$ cat src/rtl/core/lrsc_pkg.sv
package lrsc_pkg;

  localparam int COORD_W            = 6;
  localparam int XOUT_W             = 7;
  localparam int COLOUR_W           = 8;
  localparam int CFG_W              = 7;
  localparam int CFG_IDX_W          = 2;
  localparam int DEFAULT_COORD_BITS = 6;
  localparam int STEP_W             = 3;

  localparam logic [CFG_W-1:0] CLIP_LEFT_RESET   = 7'd0;
  localparam logic [CFG_W-1:0] CLIP_TOP_RESET    = 7'd0;
  localparam logic [CFG_W-1:0] CLIP_RIGHT_RESET  = 7'd64;
  localparam logic [CFG_W-1:0] CLIP_BOTTOM_RESET = 7'd64;

  typedef enum logic [CFG_IDX_W-1:0] {
    CFG_CLIP_LEFT   = 2'd0,
    CFG_CLIP_TOP    = 2'd1,
    CFG_CLIP_RIGHT  = 2'd2,
    CFG_CLIP_BOTTOM = 2'd3
  } cfg_idx_t;

  typedef struct packed {
    logic [CFG_W-1:0] left;
    logic [CFG_W-1:0] top;
    logic [CFG_W-1:0] right;
    logic [CFG_W-1:0] bottom;
  } clip_t;

  typedef enum logic [2:0] {
    C_NEVER      = 3'd0,
    C_NOT_ACCEPT = 3'd1,
    C_ZERO       = 3'd2,
    C_NOT_HORIZ  = 3'd3,
    C_ROW_OUT    = 3'd4,
    C_OUT_TAKEN  = 3'd5,
    C_LAST_TAKEN = 3'd6
  } cond_t;

  typedef logic [STEP_W-1:0] step_t;

  localparam step_t STEP_WAIT   = 3'd0;
  localparam step_t STEP_SORT   = 3'd1;
  localparam step_t STEP_KIND   = 3'd2;
  localparam step_t STEP_ROWCHK = 3'd3;
  localparam step_t STEP_SPAN   = 3'd4;
  localparam step_t STEP_LINE   = 3'd5;

  typedef struct packed {
    logic  take_in;
    logic  emit;
    logic  span_sel;
    logic  calc_span;
    logic  hold;
    cond_t cond;
    step_t target;
  } ctrl_t;

  typedef struct packed {
    logic accepted;
    logic zero_len;
    logic horiz;
    logic row_out;
    logic out_taken;
    logic at_end;
  } status_t;

  // Microprogram: a taken condition jumps to target, otherwise the step
  // counter holds or advances by one.
  function automatic ctrl_t program_word(step_t pc);
    ctrl_t w;
    w = '0;
    case (pc)
      STEP_WAIT: begin
        w.take_in = 1'b1;
        w.cond    = C_NOT_ACCEPT;
        w.target  = STEP_WAIT;
      end
      STEP_SORT: begin
        w.calc_span = 1'b1;
        w.cond      = C_ZERO;
        w.target    = STEP_WAIT;
      end
      STEP_KIND: begin
        w.cond   = C_NOT_HORIZ;
        w.target = STEP_LINE;
      end
      STEP_ROWCHK: begin
        w.cond   = C_ROW_OUT;
        w.target = STEP_WAIT;
      end
      STEP_SPAN: begin
        w.emit     = 1'b1;
        w.span_sel = 1'b1;
        w.hold     = 1'b1;
        w.cond     = C_OUT_TAKEN;
        w.target   = STEP_WAIT;
      end
      STEP_LINE: begin
        w.emit   = 1'b1;
        w.hold   = 1'b1;
        w.cond   = C_LAST_TAKEN;
        w.target = STEP_WAIT;
      end
      default: begin
        w.cond   = C_NEVER;
        w.target = STEP_WAIT;
        w.hold   = 1'b0;
      end
    endcase
    return w;
  endfunction

endpackage

$ cat src/rtl/core/lrsc_if.sv
interface lrsc_cmd_if;
  logic                             valid;
  logic                             ready;
  logic [lrsc_pkg::COORD_W-1:0]     start_x;
  logic [lrsc_pkg::COORD_W-1:0]     start_y;
  logic [lrsc_pkg::COORD_W-1:0]     end_x;
  logic [lrsc_pkg::COORD_W-1:0]     end_y;
  logic [lrsc_pkg::COLOUR_W-1:0]    red;
  logic [lrsc_pkg::COLOUR_W-1:0]    green;
  logic [lrsc_pkg::COLOUR_W-1:0]    blue;

  modport source (output valid, start_x, start_y, end_x, end_y, red, green, blue,
                  input ready);
  modport sink (input valid, start_x, start_y, end_x, end_y, red, green, blue,
                output ready);
endinterface

interface lrsc_pix_if;
  logic                             valid;
  logic                             ready;
  logic [lrsc_pkg::XOUT_W-1:0]      pixel_x;
  logic [lrsc_pkg::COORD_W-1:0]     pixel_y;
  logic [lrsc_pkg::XOUT_W-1:0]      span_last_x;
  logic [lrsc_pkg::COLOUR_W-1:0]    out_red;
  logic [lrsc_pkg::COLOUR_W-1:0]    out_green;
  logic [lrsc_pkg::COLOUR_W-1:0]    out_blue;
  logic                             last;

  modport source (output valid, pixel_x, pixel_y, span_last_x, out_red, out_green,
                  out_blue, last, input ready);
  modport sink (input valid, pixel_x, pixel_y, span_last_x, out_red, out_green,
                out_blue, last, output ready);
endinterface

$ cat src/rtl/core/line_rasterizer_with_span_clip.sv
// Channel     Role   Beat contents
// line_in     sink   start_x, start_y, end_x, end_y, red, green, blue
// pixel_out   source pixel_x, pixel_y, span_last_x, out_red, out_green, out_blue, last
// write port  in     write_en, write_index, write_data (clip registers)
//
// A command is taken in the wait step, then the sort, kind and row-check steps classify it.
// A stepped line gives one pixel beat per cycle while pixel_out is ready.
// A zero-length line stops after sort, a sloped line goes from kind to stepping, and a
// horizontal span is sent as one beat, or dropped when its row lies outside the clip.
// The rate is set by the microprogram sequencer, which works on one command at a time.
// Reset is synchronous; it returns the sequencer to wait and restores the clip registers.
// A stalled pixel_out holds the current beat and all line state.
module line_rasterizer_with_span_clip #(
  parameter int COORD_BITS = lrsc_pkg::DEFAULT_COORD_BITS
) (
  input  logic                           clk,
  input  logic                           rst,
  lrsc_cmd_if.sink                       line_in,
  lrsc_pix_if.source                     pixel_out,
  input  logic                           write_en,
  input  logic [lrsc_pkg::CFG_IDX_W-1:0] write_index,
  input  logic [lrsc_pkg::CFG_W-1:0]     write_data
);

  lrsc_pkg::clip_t   clip;
  lrsc_pkg::ctrl_t   ctrl;
  lrsc_pkg::status_t st;

  always_ff @(posedge clk) begin
    if (rst) begin
      clip.left   <= lrsc_pkg::CLIP_LEFT_RESET;
      clip.top    <= lrsc_pkg::CLIP_TOP_RESET;
      clip.right  <= lrsc_pkg::CLIP_RIGHT_RESET;
      clip.bottom <= lrsc_pkg::CLIP_BOTTOM_RESET;
    end else if (write_en) begin
      case (write_index)
        lrsc_pkg::CFG_CLIP_LEFT:   clip.left   <= write_data;
        lrsc_pkg::CFG_CLIP_TOP:    clip.top    <= write_data;
        lrsc_pkg::CFG_CLIP_RIGHT:  clip.right  <= write_data;
        lrsc_pkg::CFG_CLIP_BOTTOM: clip.bottom <= write_data;
        default: begin
        end
      endcase
    end
  end

  lrsc_seq u_seq (
    .clk  (clk),
    .rst  (rst),
    .st   (st),
    .ctrl (ctrl)
  );

  lrsc_dp #(
    .COORD_BITS (COORD_BITS)
  ) u_dp (
    .clk       (clk),
    .rst       (rst),
    .ctrl      (ctrl),
    .clip      (clip),
    .st        (st),
    .line_in   (line_in),
    .pixel_out (pixel_out)
  );

endmodule

$ cat src/rtl/core/lrsc_seq.sv
module lrsc_seq (
  input  logic              clk,
  input  logic              rst,
  input  lrsc_pkg::status_t st,
  output lrsc_pkg::ctrl_t   ctrl
);

  lrsc_pkg::step_t pc;
  lrsc_pkg::step_t pc_next;
  logic            jump;

  assign ctrl = lrsc_pkg::program_word(pc);

  always_comb begin
    case (ctrl.cond)
      lrsc_pkg::C_NEVER:      jump = 1'b0;
      lrsc_pkg::C_NOT_ACCEPT: jump = !st.accepted;
      lrsc_pkg::C_ZERO:       jump = st.zero_len;
      lrsc_pkg::C_NOT_HORIZ:  jump = !st.horiz;
      lrsc_pkg::C_ROW_OUT:    jump = st.row_out;
      lrsc_pkg::C_OUT_TAKEN:  jump = st.out_taken;
      lrsc_pkg::C_LAST_TAKEN: jump = st.out_taken && st.at_end;
      default:                jump = 1'b0;
    endcase
  end

  always_comb begin
    if (jump) begin
      pc_next = ctrl.target;
    end else if (ctrl.hold) begin
      pc_next = pc;
    end else begin
      pc_next = pc + 1'b1;
    end
  end

  always_ff @(posedge clk) begin
    if (rst) begin
      pc <= lrsc_pkg::STEP_WAIT;
    end else begin
      pc <= pc_next;
    end
  end

`ifndef ASSERT_OFF
  a_accept_to_sort: assert property (@(posedge clk) disable iff (rst)
    st.accepted |=> pc == lrsc_pkg::STEP_SORT)
    else $error("accepted command did not move to the sort step");

  a_last_to_wait: assert property (@(posedge clk) disable iff (rst)
    (ctrl.emit && st.out_taken && (st.at_end || ctrl.span_sel)) |=>
      (pc == lrsc_pkg::STEP_WAIT))
    else $error("final beat did not return the sequencer to wait");
`endif

endmodule

$ cat src/rtl/core/lrsc_dp.sv
module lrsc_dp #(
  parameter int COORD_BITS = lrsc_pkg::DEFAULT_COORD_BITS
) (
  input  logic              clk,
  input  logic              rst,
  input  lrsc_pkg::ctrl_t   ctrl,
  input  lrsc_pkg::clip_t   clip,
  output lrsc_pkg::status_t st,
  lrsc_cmd_if.sink          line_in,
  lrsc_pix_if.source        pixel_out
);

  localparam int CB = COORD_BITS;
  localparam int DW = COORD_BITS + 1;
  localparam int FW = COORD_BITS + 3;
  localparam int XW = lrsc_pkg::XOUT_W;
  localparam int YW = lrsc_pkg::COORD_W;
  localparam int CW = lrsc_pkg::COLOUR_W;

  function automatic logic [XW-1:0] clamp_col(logic [XW-1:0] e, lrsc_pkg::clip_t c);
    logic [XW-1:0] v;
    v = (e > c.right) ? c.right : e;
    v = (v < c.left) ? c.left : v;
    return v;
  endfunction

  logic [CB-1:0]        x0_in, y0_in, x1_in, y1_in;
  logic [CB-1:0]        adx, ady;
  logic                 major_in;
  logic signed [FW-1:0] frac_init;

  logic [CB-1:0]        x, y, x1, y1;
  logic                 neg_x, neg_y, major_x, zero_len, horiz;
  logic [DW-1:0]        dx2, dy2;
  logic signed [FW-1:0] frac;
  logic [CW-1:0]        red, green, blue;
  logic [XW-1:0]        span_a, span_b;

  logic                 accepted, advance, frac_nonneg, at_end;
  logic [CB-1:0]        x_step, y_step;
  logic signed [FW-1:0] d_major, d_minor, frac_next;
  logic [XW-1:0]        lo_col, hi_col;

  assign x0_in = line_in.start_x[CB-1:0];
  assign y0_in = line_in.start_y[CB-1:0];
  assign x1_in = line_in.end_x[CB-1:0];
  assign y1_in = line_in.end_y[CB-1:0];

  assign adx      = (x1_in >= x0_in) ? x1_in - x0_in : x0_in - x1_in;
  assign ady      = (y1_in >= y0_in) ? y1_in - y0_in : y0_in - y1_in;
  assign major_in = adx > ady;

  always_comb begin
    if (major_in) begin
      frac_init = signed'({2'b00, ady, 1'b0}) - signed'({3'b000, adx});
    end else begin
      frac_init = signed'({2'b00, adx, 1'b0}) - signed'({3'b000, ady});
    end
  end

  assign accepted    = line_in.valid && line_in.ready;
  assign advance     = ctrl.emit && !ctrl.span_sel && pixel_out.ready;
  assign frac_nonneg = !frac[FW-1];
  assign at_end      = major_x ? (x == x1) : (y == y1);

  assign x_step = neg_x ? x - 1'b1 : x + 1'b1;
  assign y_step = neg_y ? y - 1'b1 : y + 1'b1;

  assign d_major   = major_x ? signed'({2'b00, dx2}) : signed'({2'b00, dy2});
  assign d_minor   = major_x ? signed'({2'b00, dy2}) : signed'({2'b00, dx2});
  assign frac_next = frac + d_minor - (frac_nonneg ? d_major : '0);

  assign lo_col = neg_x ? XW'(x1) : XW'(x);
  assign hi_col = neg_x ? XW'(x) : XW'(x1);

  always_ff @(posedge clk) begin
    if (accepted) begin
      x        <= x0_in;
      y        <= y0_in;
      x1       <= x1_in;
      y1       <= y1_in;
      neg_x    <= x1_in < x0_in;
      neg_y    <= y1_in < y0_in;
      major_x  <= major_in;
      zero_len <= (adx == '0) && (ady == '0);
      horiz    <= ady == '0;
      dx2      <= {adx, 1'b0};
      dy2      <= {ady, 1'b0};
      frac     <= frac_init;
      red      <= line_in.red;
      green    <= line_in.green;
      blue     <= line_in.blue;
    end else if (advance) begin
      frac <= frac_next;
      if (major_x) begin
        x <= x_step;
        if (frac_nonneg) begin
          y <= y_step;
        end
      end else begin
        y <= y_step;
        if (frac_nonneg) begin
          x <= x_step;
        end
      end
    end
    if (ctrl.calc_span) begin
      span_a <= clamp_col(lo_col, clip);
      span_b <= clamp_col(hi_col, clip);
    end
  end

  assign line_in.ready = ctrl.take_in;

  assign pixel_out.valid       = ctrl.emit;
  assign pixel_out.pixel_x     = ctrl.span_sel ? span_a : XW'(x);
  assign pixel_out.pixel_y     = YW'(y);
  assign pixel_out.span_last_x = ctrl.span_sel ? span_b : XW'(x);
  assign pixel_out.out_red     = red;
  assign pixel_out.out_green   = green;
  assign pixel_out.out_blue    = blue;
  assign pixel_out.last        = ctrl.span_sel || at_end;

  assign st.accepted  = accepted;
  assign st.zero_len  = zero_len;
  assign st.horiz     = horiz;
  assign st.row_out   = (XW'(y) >= clip.bottom) || (XW'(y) < clip.top);
  assign st.out_taken = ctrl.emit && pixel_out.ready;
  assign st.at_end    = at_end;

`ifndef ASSERT_OFF
  a_major_moves: assert property (@(posedge clk) disable iff (rst)
    advance |=> (major_x ? (x != $past(x)) : (y != $past(y))))
    else $error("major coordinate did not move on a stepped beat");

  a_minor_moves: assert property (@(posedge clk) disable iff (rst)
    (advance && frac_nonneg) |=> (major_x ? (y != $past(y)) : (x != $past(x))))
    else $error("minor coordinate did not move when the error term was non-negative");
`endif

endmodule
$ cat src/flat_wrapper.sv
// flat-port wrapper written by rule: the top's interface ports become plain ports
module line_rasterizer_with_span_clip_flat 
#(
  parameter int COORD_BITS = lrsc_pkg::DEFAULT_COORD_BITS
)
  (clk, rst, write_en, write_index, write_data, line_in_valid, line_in_start_x, line_in_start_y, line_in_end_x, line_in_end_y, line_in_red, line_in_green, line_in_blue, line_in_ready, pixel_out_valid, pixel_out_pixel_x, pixel_out_pixel_y, pixel_out_span_last_x, pixel_out_out_red, pixel_out_out_green, pixel_out_out_blue, pixel_out_last, pixel_out_ready);
  lrsc_cmd_if line_in_i ();
  lrsc_pix_if pixel_out_i ();
  input  logic clk;
  input  logic rst;
  input  logic write_en;
  input  logic [lrsc_pkg::CFG_IDX_W-1:0] write_index;
  input  logic [lrsc_pkg::CFG_W-1:0] write_data;
  input wire logic [$bits(line_in_i.valid)-1:0] line_in_valid;
  input wire logic [$bits(line_in_i.start_x)-1:0] line_in_start_x;
  input wire logic [$bits(line_in_i.start_y)-1:0] line_in_start_y;
  input wire logic [$bits(line_in_i.end_x)-1:0] line_in_end_x;
  input wire logic [$bits(line_in_i.end_y)-1:0] line_in_end_y;
  input wire logic [$bits(line_in_i.red)-1:0] line_in_red;
  input wire logic [$bits(line_in_i.green)-1:0] line_in_green;
  input wire logic [$bits(line_in_i.blue)-1:0] line_in_blue;
  output wire logic [$bits(line_in_i.ready)-1:0] line_in_ready;
  output wire logic [$bits(pixel_out_i.valid)-1:0] pixel_out_valid;
  output wire logic [$bits(pixel_out_i.pixel_x)-1:0] pixel_out_pixel_x;
  output wire logic [$bits(pixel_out_i.pixel_y)-1:0] pixel_out_pixel_y;
  output wire logic [$bits(pixel_out_i.span_last_x)-1:0] pixel_out_span_last_x;
  output wire logic [$bits(pixel_out_i.out_red)-1:0] pixel_out_out_red;
  output wire logic [$bits(pixel_out_i.out_green)-1:0] pixel_out_out_green;
  output wire logic [$bits(pixel_out_i.out_blue)-1:0] pixel_out_out_blue;
  output wire logic [$bits(pixel_out_i.last)-1:0] pixel_out_last;
  input wire logic [$bits(pixel_out_i.ready)-1:0] pixel_out_ready;
  assign line_in_i.valid = line_in_valid;
  assign line_in_i.start_x = line_in_start_x;
  assign line_in_i.start_y = line_in_start_y;
  assign line_in_i.end_x = line_in_end_x;
  assign line_in_i.end_y = line_in_end_y;
  assign line_in_i.red = line_in_red;
  assign line_in_i.green = line_in_green;
  assign line_in_i.blue = line_in_blue;
  assign line_in_ready = line_in_i.ready;
  assign pixel_out_valid = pixel_out_i.valid;
  assign pixel_out_pixel_x = pixel_out_i.pixel_x;
  assign pixel_out_pixel_y = pixel_out_i.pixel_y;
  assign pixel_out_span_last_x = pixel_out_i.span_last_x;
  assign pixel_out_out_red = pixel_out_i.out_red;
  assign pixel_out_out_green = pixel_out_i.out_green;
  assign pixel_out_out_blue = pixel_out_i.out_blue;
  assign pixel_out_last = pixel_out_i.last;
  assign pixel_out_i.ready = pixel_out_ready;
  line_rasterizer_with_span_clip #(.COORD_BITS(COORD_BITS)) u_core (.clk(clk), .rst(rst), .line_in(line_in_i), .pixel_out(pixel_out_i), .write_en(write_en), .write_index(write_index), .write_data(write_data));
endmodule
$ cat config.mk
export PLATFORM = sky130hd
export DESIGN_NAME = line_rasterizer_with_span_clip_flat
export DESIGN_NICKNAME = d
export VERILOG_FILES = /design/src/rtl/core/lrsc_pkg.sv /design/src/rtl/core/lrsc_if.sv /design/src/rtl/core/line_rasterizer_with_span_clip.sv /design/src/rtl/core/lrsc_seq.sv /design/src/rtl/core/lrsc_dp.sv /design/src/flat_wrapper.sv
export SDC_FILE = /design/constraint.sdc
export NUM_CORES = 1
export LEC_CHECK = 0
export BUFFER_PORTS_ARGS = -buffer_cell sky130_fd_sc_hd__buf_2
export CAP_MARGIN = 20
export CORE_MARGIN = 2
export CORE_UTILIZATION = 65
export CTS_BUF_LIST = sky130_fd_sc_hd__clkbuf_8
export CTS_CLUSTER_SIZE = 24
export DETAILED_ROUTE_END_ITERATION = 8
export PLACE_DENSITY = 0.95
export SETUP_SLACK_MARGIN = 0.5
export SLEW_MARGIN = 5
export SYNTH_ARGS = -nofsm -noshare
export SYNTH_HDL_FRONTEND = slang
export SYNTH_SLANG_ARGS = --single-unit
$ cat constraint.sdc
create_clock -name clk -period 11.8 [get_ports clk]
set_clock_uncertainty 0.1 [all_clocks]
set_input_delay 0.59 -clock clk [delete_from_list [all_inputs] [get_ports clk]]
set_output_delay 0.59 -clock clk [all_outputs]
set_load 0.01 [all_outputs]
==> results.cfg <==
[run_status]
status = completed

[critical_path]
max_stage_delay_ps = 850
cp_slowest_cell = edfxtp_1
endpoint_kind = flip-flop
path_class = reg2reg
critPathRequiredTime_ps = 11890
critPathBufInv = 0
crit_top_cell = o21a_1
path_cells = o21ai_0 -> ha_1 -> nor2b_1 -> o21a_1 -> o21a_1 -> o21a_1 -> o21a_1 -> o21ai_1 -> mux2_2 -> ha_1 -> a21o_1 -> a21oi_1 -> o211ai_1 -> a21oi_1 -> mux2_2
cp_max_fo = 19
crit_path_start_kind = flip-flop
cp.arrival_ps = 5480
crit_family = compound AO/OA/AOI/OAI gates

[placement]
portBuffers = 108
dp_hpwl_mm = 15.3
gp_congestion = 0.932

[clock_network]
cts_resized = 0
cts_buffers = 17
clock-sinks = 118
root_buffer = clkbuf_8
htreeDepth = 4
ctsHoldBuffers = 0
clkLatencyLatePin_ps = 450
post_cts_buffers = 0
clockBufferDepth = 2
cts_tree = built
clk_pin_slew_ps = 80

[synthesis]
ys_seq_area_share_pct = 37.9
synth_edf_count = 87
synth.distinct_cells = 71
synth_cells = 853
synth_flop_cell = edfxtp_1
yosysWarningCount = 0
synth_area_per_cell_um2 = 9.99
synth.ff_latch_count = 118
async_reset_ff_share_pct = 0
synth_area_um2 = 8530

[final_layout]
diodes = 0
syn_to_final_growth_pct = 12.1
drive_gt1_share_pct = 20.4
layout.nets = 1124

[route]
wl_per_cell_um = 18.0
first_pass_iters = 5
route.detailed.drc = 0
vias = 6864
drtAntennaViolNets = 0
drt_iter0_markers = 655
wl_mm = 20.6
viasPerCell = 5.99

[sta]
maxSlewHeadroom_pct = 35.9
setup_violations = 0
worst_pin_slew_ps = 959
period_minus_slack_ps = 5390
rsz0062_at_grt = false
finalSetupTns_ps = 0
final_hold_viol_count = 0
fin_crit_sh_pct = 45.7
clock.fmax_mhz = 186
finalMaxSlewViolations = 0
timing.hold.ws_ps = 204

[die]
die_x_um = 119
chipHeight_um = 119
row_count = 41
start_util_pct = 67.0
coreArea_um2 = 12700
die_area_um2 = 14000
num_io_pins = 109

[power]
powerDensity_nw_per_um2 = 273
leakage_uw = 0.00428
vdd_ir_drop_max_uv = 201

[grt]
grt_max_degree = 72
grt_antenna_before_repair = 0
grt_pass1_wl_mm = 33.3
grt_usage_pct = 29.7
first_global_vias = 6764
grt_overflow_total = 0

[hold_path]
hold_path.class = in2reg

[flow_run]
maxCapViolCount = 0
-- area by class of cell --
| class | instances | area [µm²] |
|---|---|---|
| inverter | 107 | 402 |
| clock buffer | 17 | 234 |
| clock inverter | 15 | 109 |
| tap | 172 | 215 |
| sequential | 118 | 3230 |
| timing repair buffer | 112 | 571 |
| fill | 847 | 3170 |
| multi-input combinational | 605 | 4790 |
-- placed cells by master (no fill, tap or decap), drive strengths merged, types with 30 or more instances in the layout --
| cell type | instances |
|---|---|
| nor2 | 81 |
| inv | 109 |
| mux2 | 34 |
| dfxtp | 31 |
| xnor2 | 36 |
| mux2i | 44 |
| buf | 112 |
| a21oi | 65 |
| nand2 | 46 |
| o21ai | 30 |
| edfxtp | 87 |
| ha | 88 |
-- worst paths after layout --
kind	startpoint	end	slack, ps	depth (start not counted)
hold / removal	line_in_blue[4]	u_core.u_dp.pixel_out.out_blue[4]	200	1
hold reg to reg	u_core.clip[6]	u_core.clip[6]	380	1
setup reg to reg	u_core.u_dp.neg_x	u_core.u_dp.span_a[2]	6410	15
setup / recovery	u_core.u_dp.neg_x	u_core.u_dp.span_a[2]	6410	15
-- metal layers --
metal  track usage [%]  up-vias  routed length, µm
met4              12.6        0                612
met3              5.07       55               1430
met1              38.3     3267               8410
li1                  -     3217                  -
met2              49.5      325              10200
met5                 0        -                  0
-- per-stage QoR --
stage                     std cells  cell area, µm²  setup slack, ps  util (%)  total power (µW)
after floorplan                 854            8530             6790         -              1830
after global placement         1113            9200             6550      72.3              2110
after detailed placement       1113            9200             6410      72.3              2210
after CTS                      1145            9550             6480      75.0              2570
after global routing           1146            9550             6160      75.1              2790
final                          1146            9550             6410      75.1              2600
-- cells by family after synthesis --
family | Yosys count | share of synthesized area [%]
AND/OR/NAND/NOR | 202 | 11.3
multiplexers | 78 | 9.85
XOR/XNOR | 49 | 5.03
buffers and inverters | 131 | 5.93
AO/OA/AOI/OAI | 170 | 13.6
other | 1 | 0.0440
flip-flops | 118 | 37.9
adder cells (fa/ha/maj) | 104 | 16.3
-- cells in the mapped netlist (11+ instances only) --
cell type  count  area share [%]
a21oi_1       64             3.8
xnor2_1       36             3.7
o21ai_1       11            0.65
nor2_1        79             3.5
nand2_1       46             2.0
fa_1          13             3.1
o21ai_0       19             1.1
mux2_2        33             4.4
a21o_1        20             1.8
xor2_1        13             1.3
inv_1        102             4.5
clkbuf_1      16            0.70
mux2i_1       43             5.0
ha_1          88              13
dfxtp_1       31             7.3
nand3_1       20             1.2
edfxtp_1      87              31
-- flip-flops by register name (all words and copies together) (netlist names), 7 cells and up --
signal                           cells
u_core.u_dp.pixel_out.out_red        8
u_core.clip                         28
u_core.u_dp.pixel_out.out_blue       8
u_core.u_dp.span_b                   7
u_core.u_dp.span_a                   7
u_core.u_dp.pixel_out.out_green      8
u_core.u_dp.frac                     8
-- power breakdown --
| part | total (µW) | internal (µW) | leakage [µW] | switching, µW |
|---|---|---|---|---|
| Combinational | 1510 | 648 | 0.00305 | 863 |
| Sequential | 769 | 650 | 0.00108 | 119 |
| Clock | 325 | 144 | 0.000152 | 181 |
No activity file was read; power rests on OpenSTA's default activity.
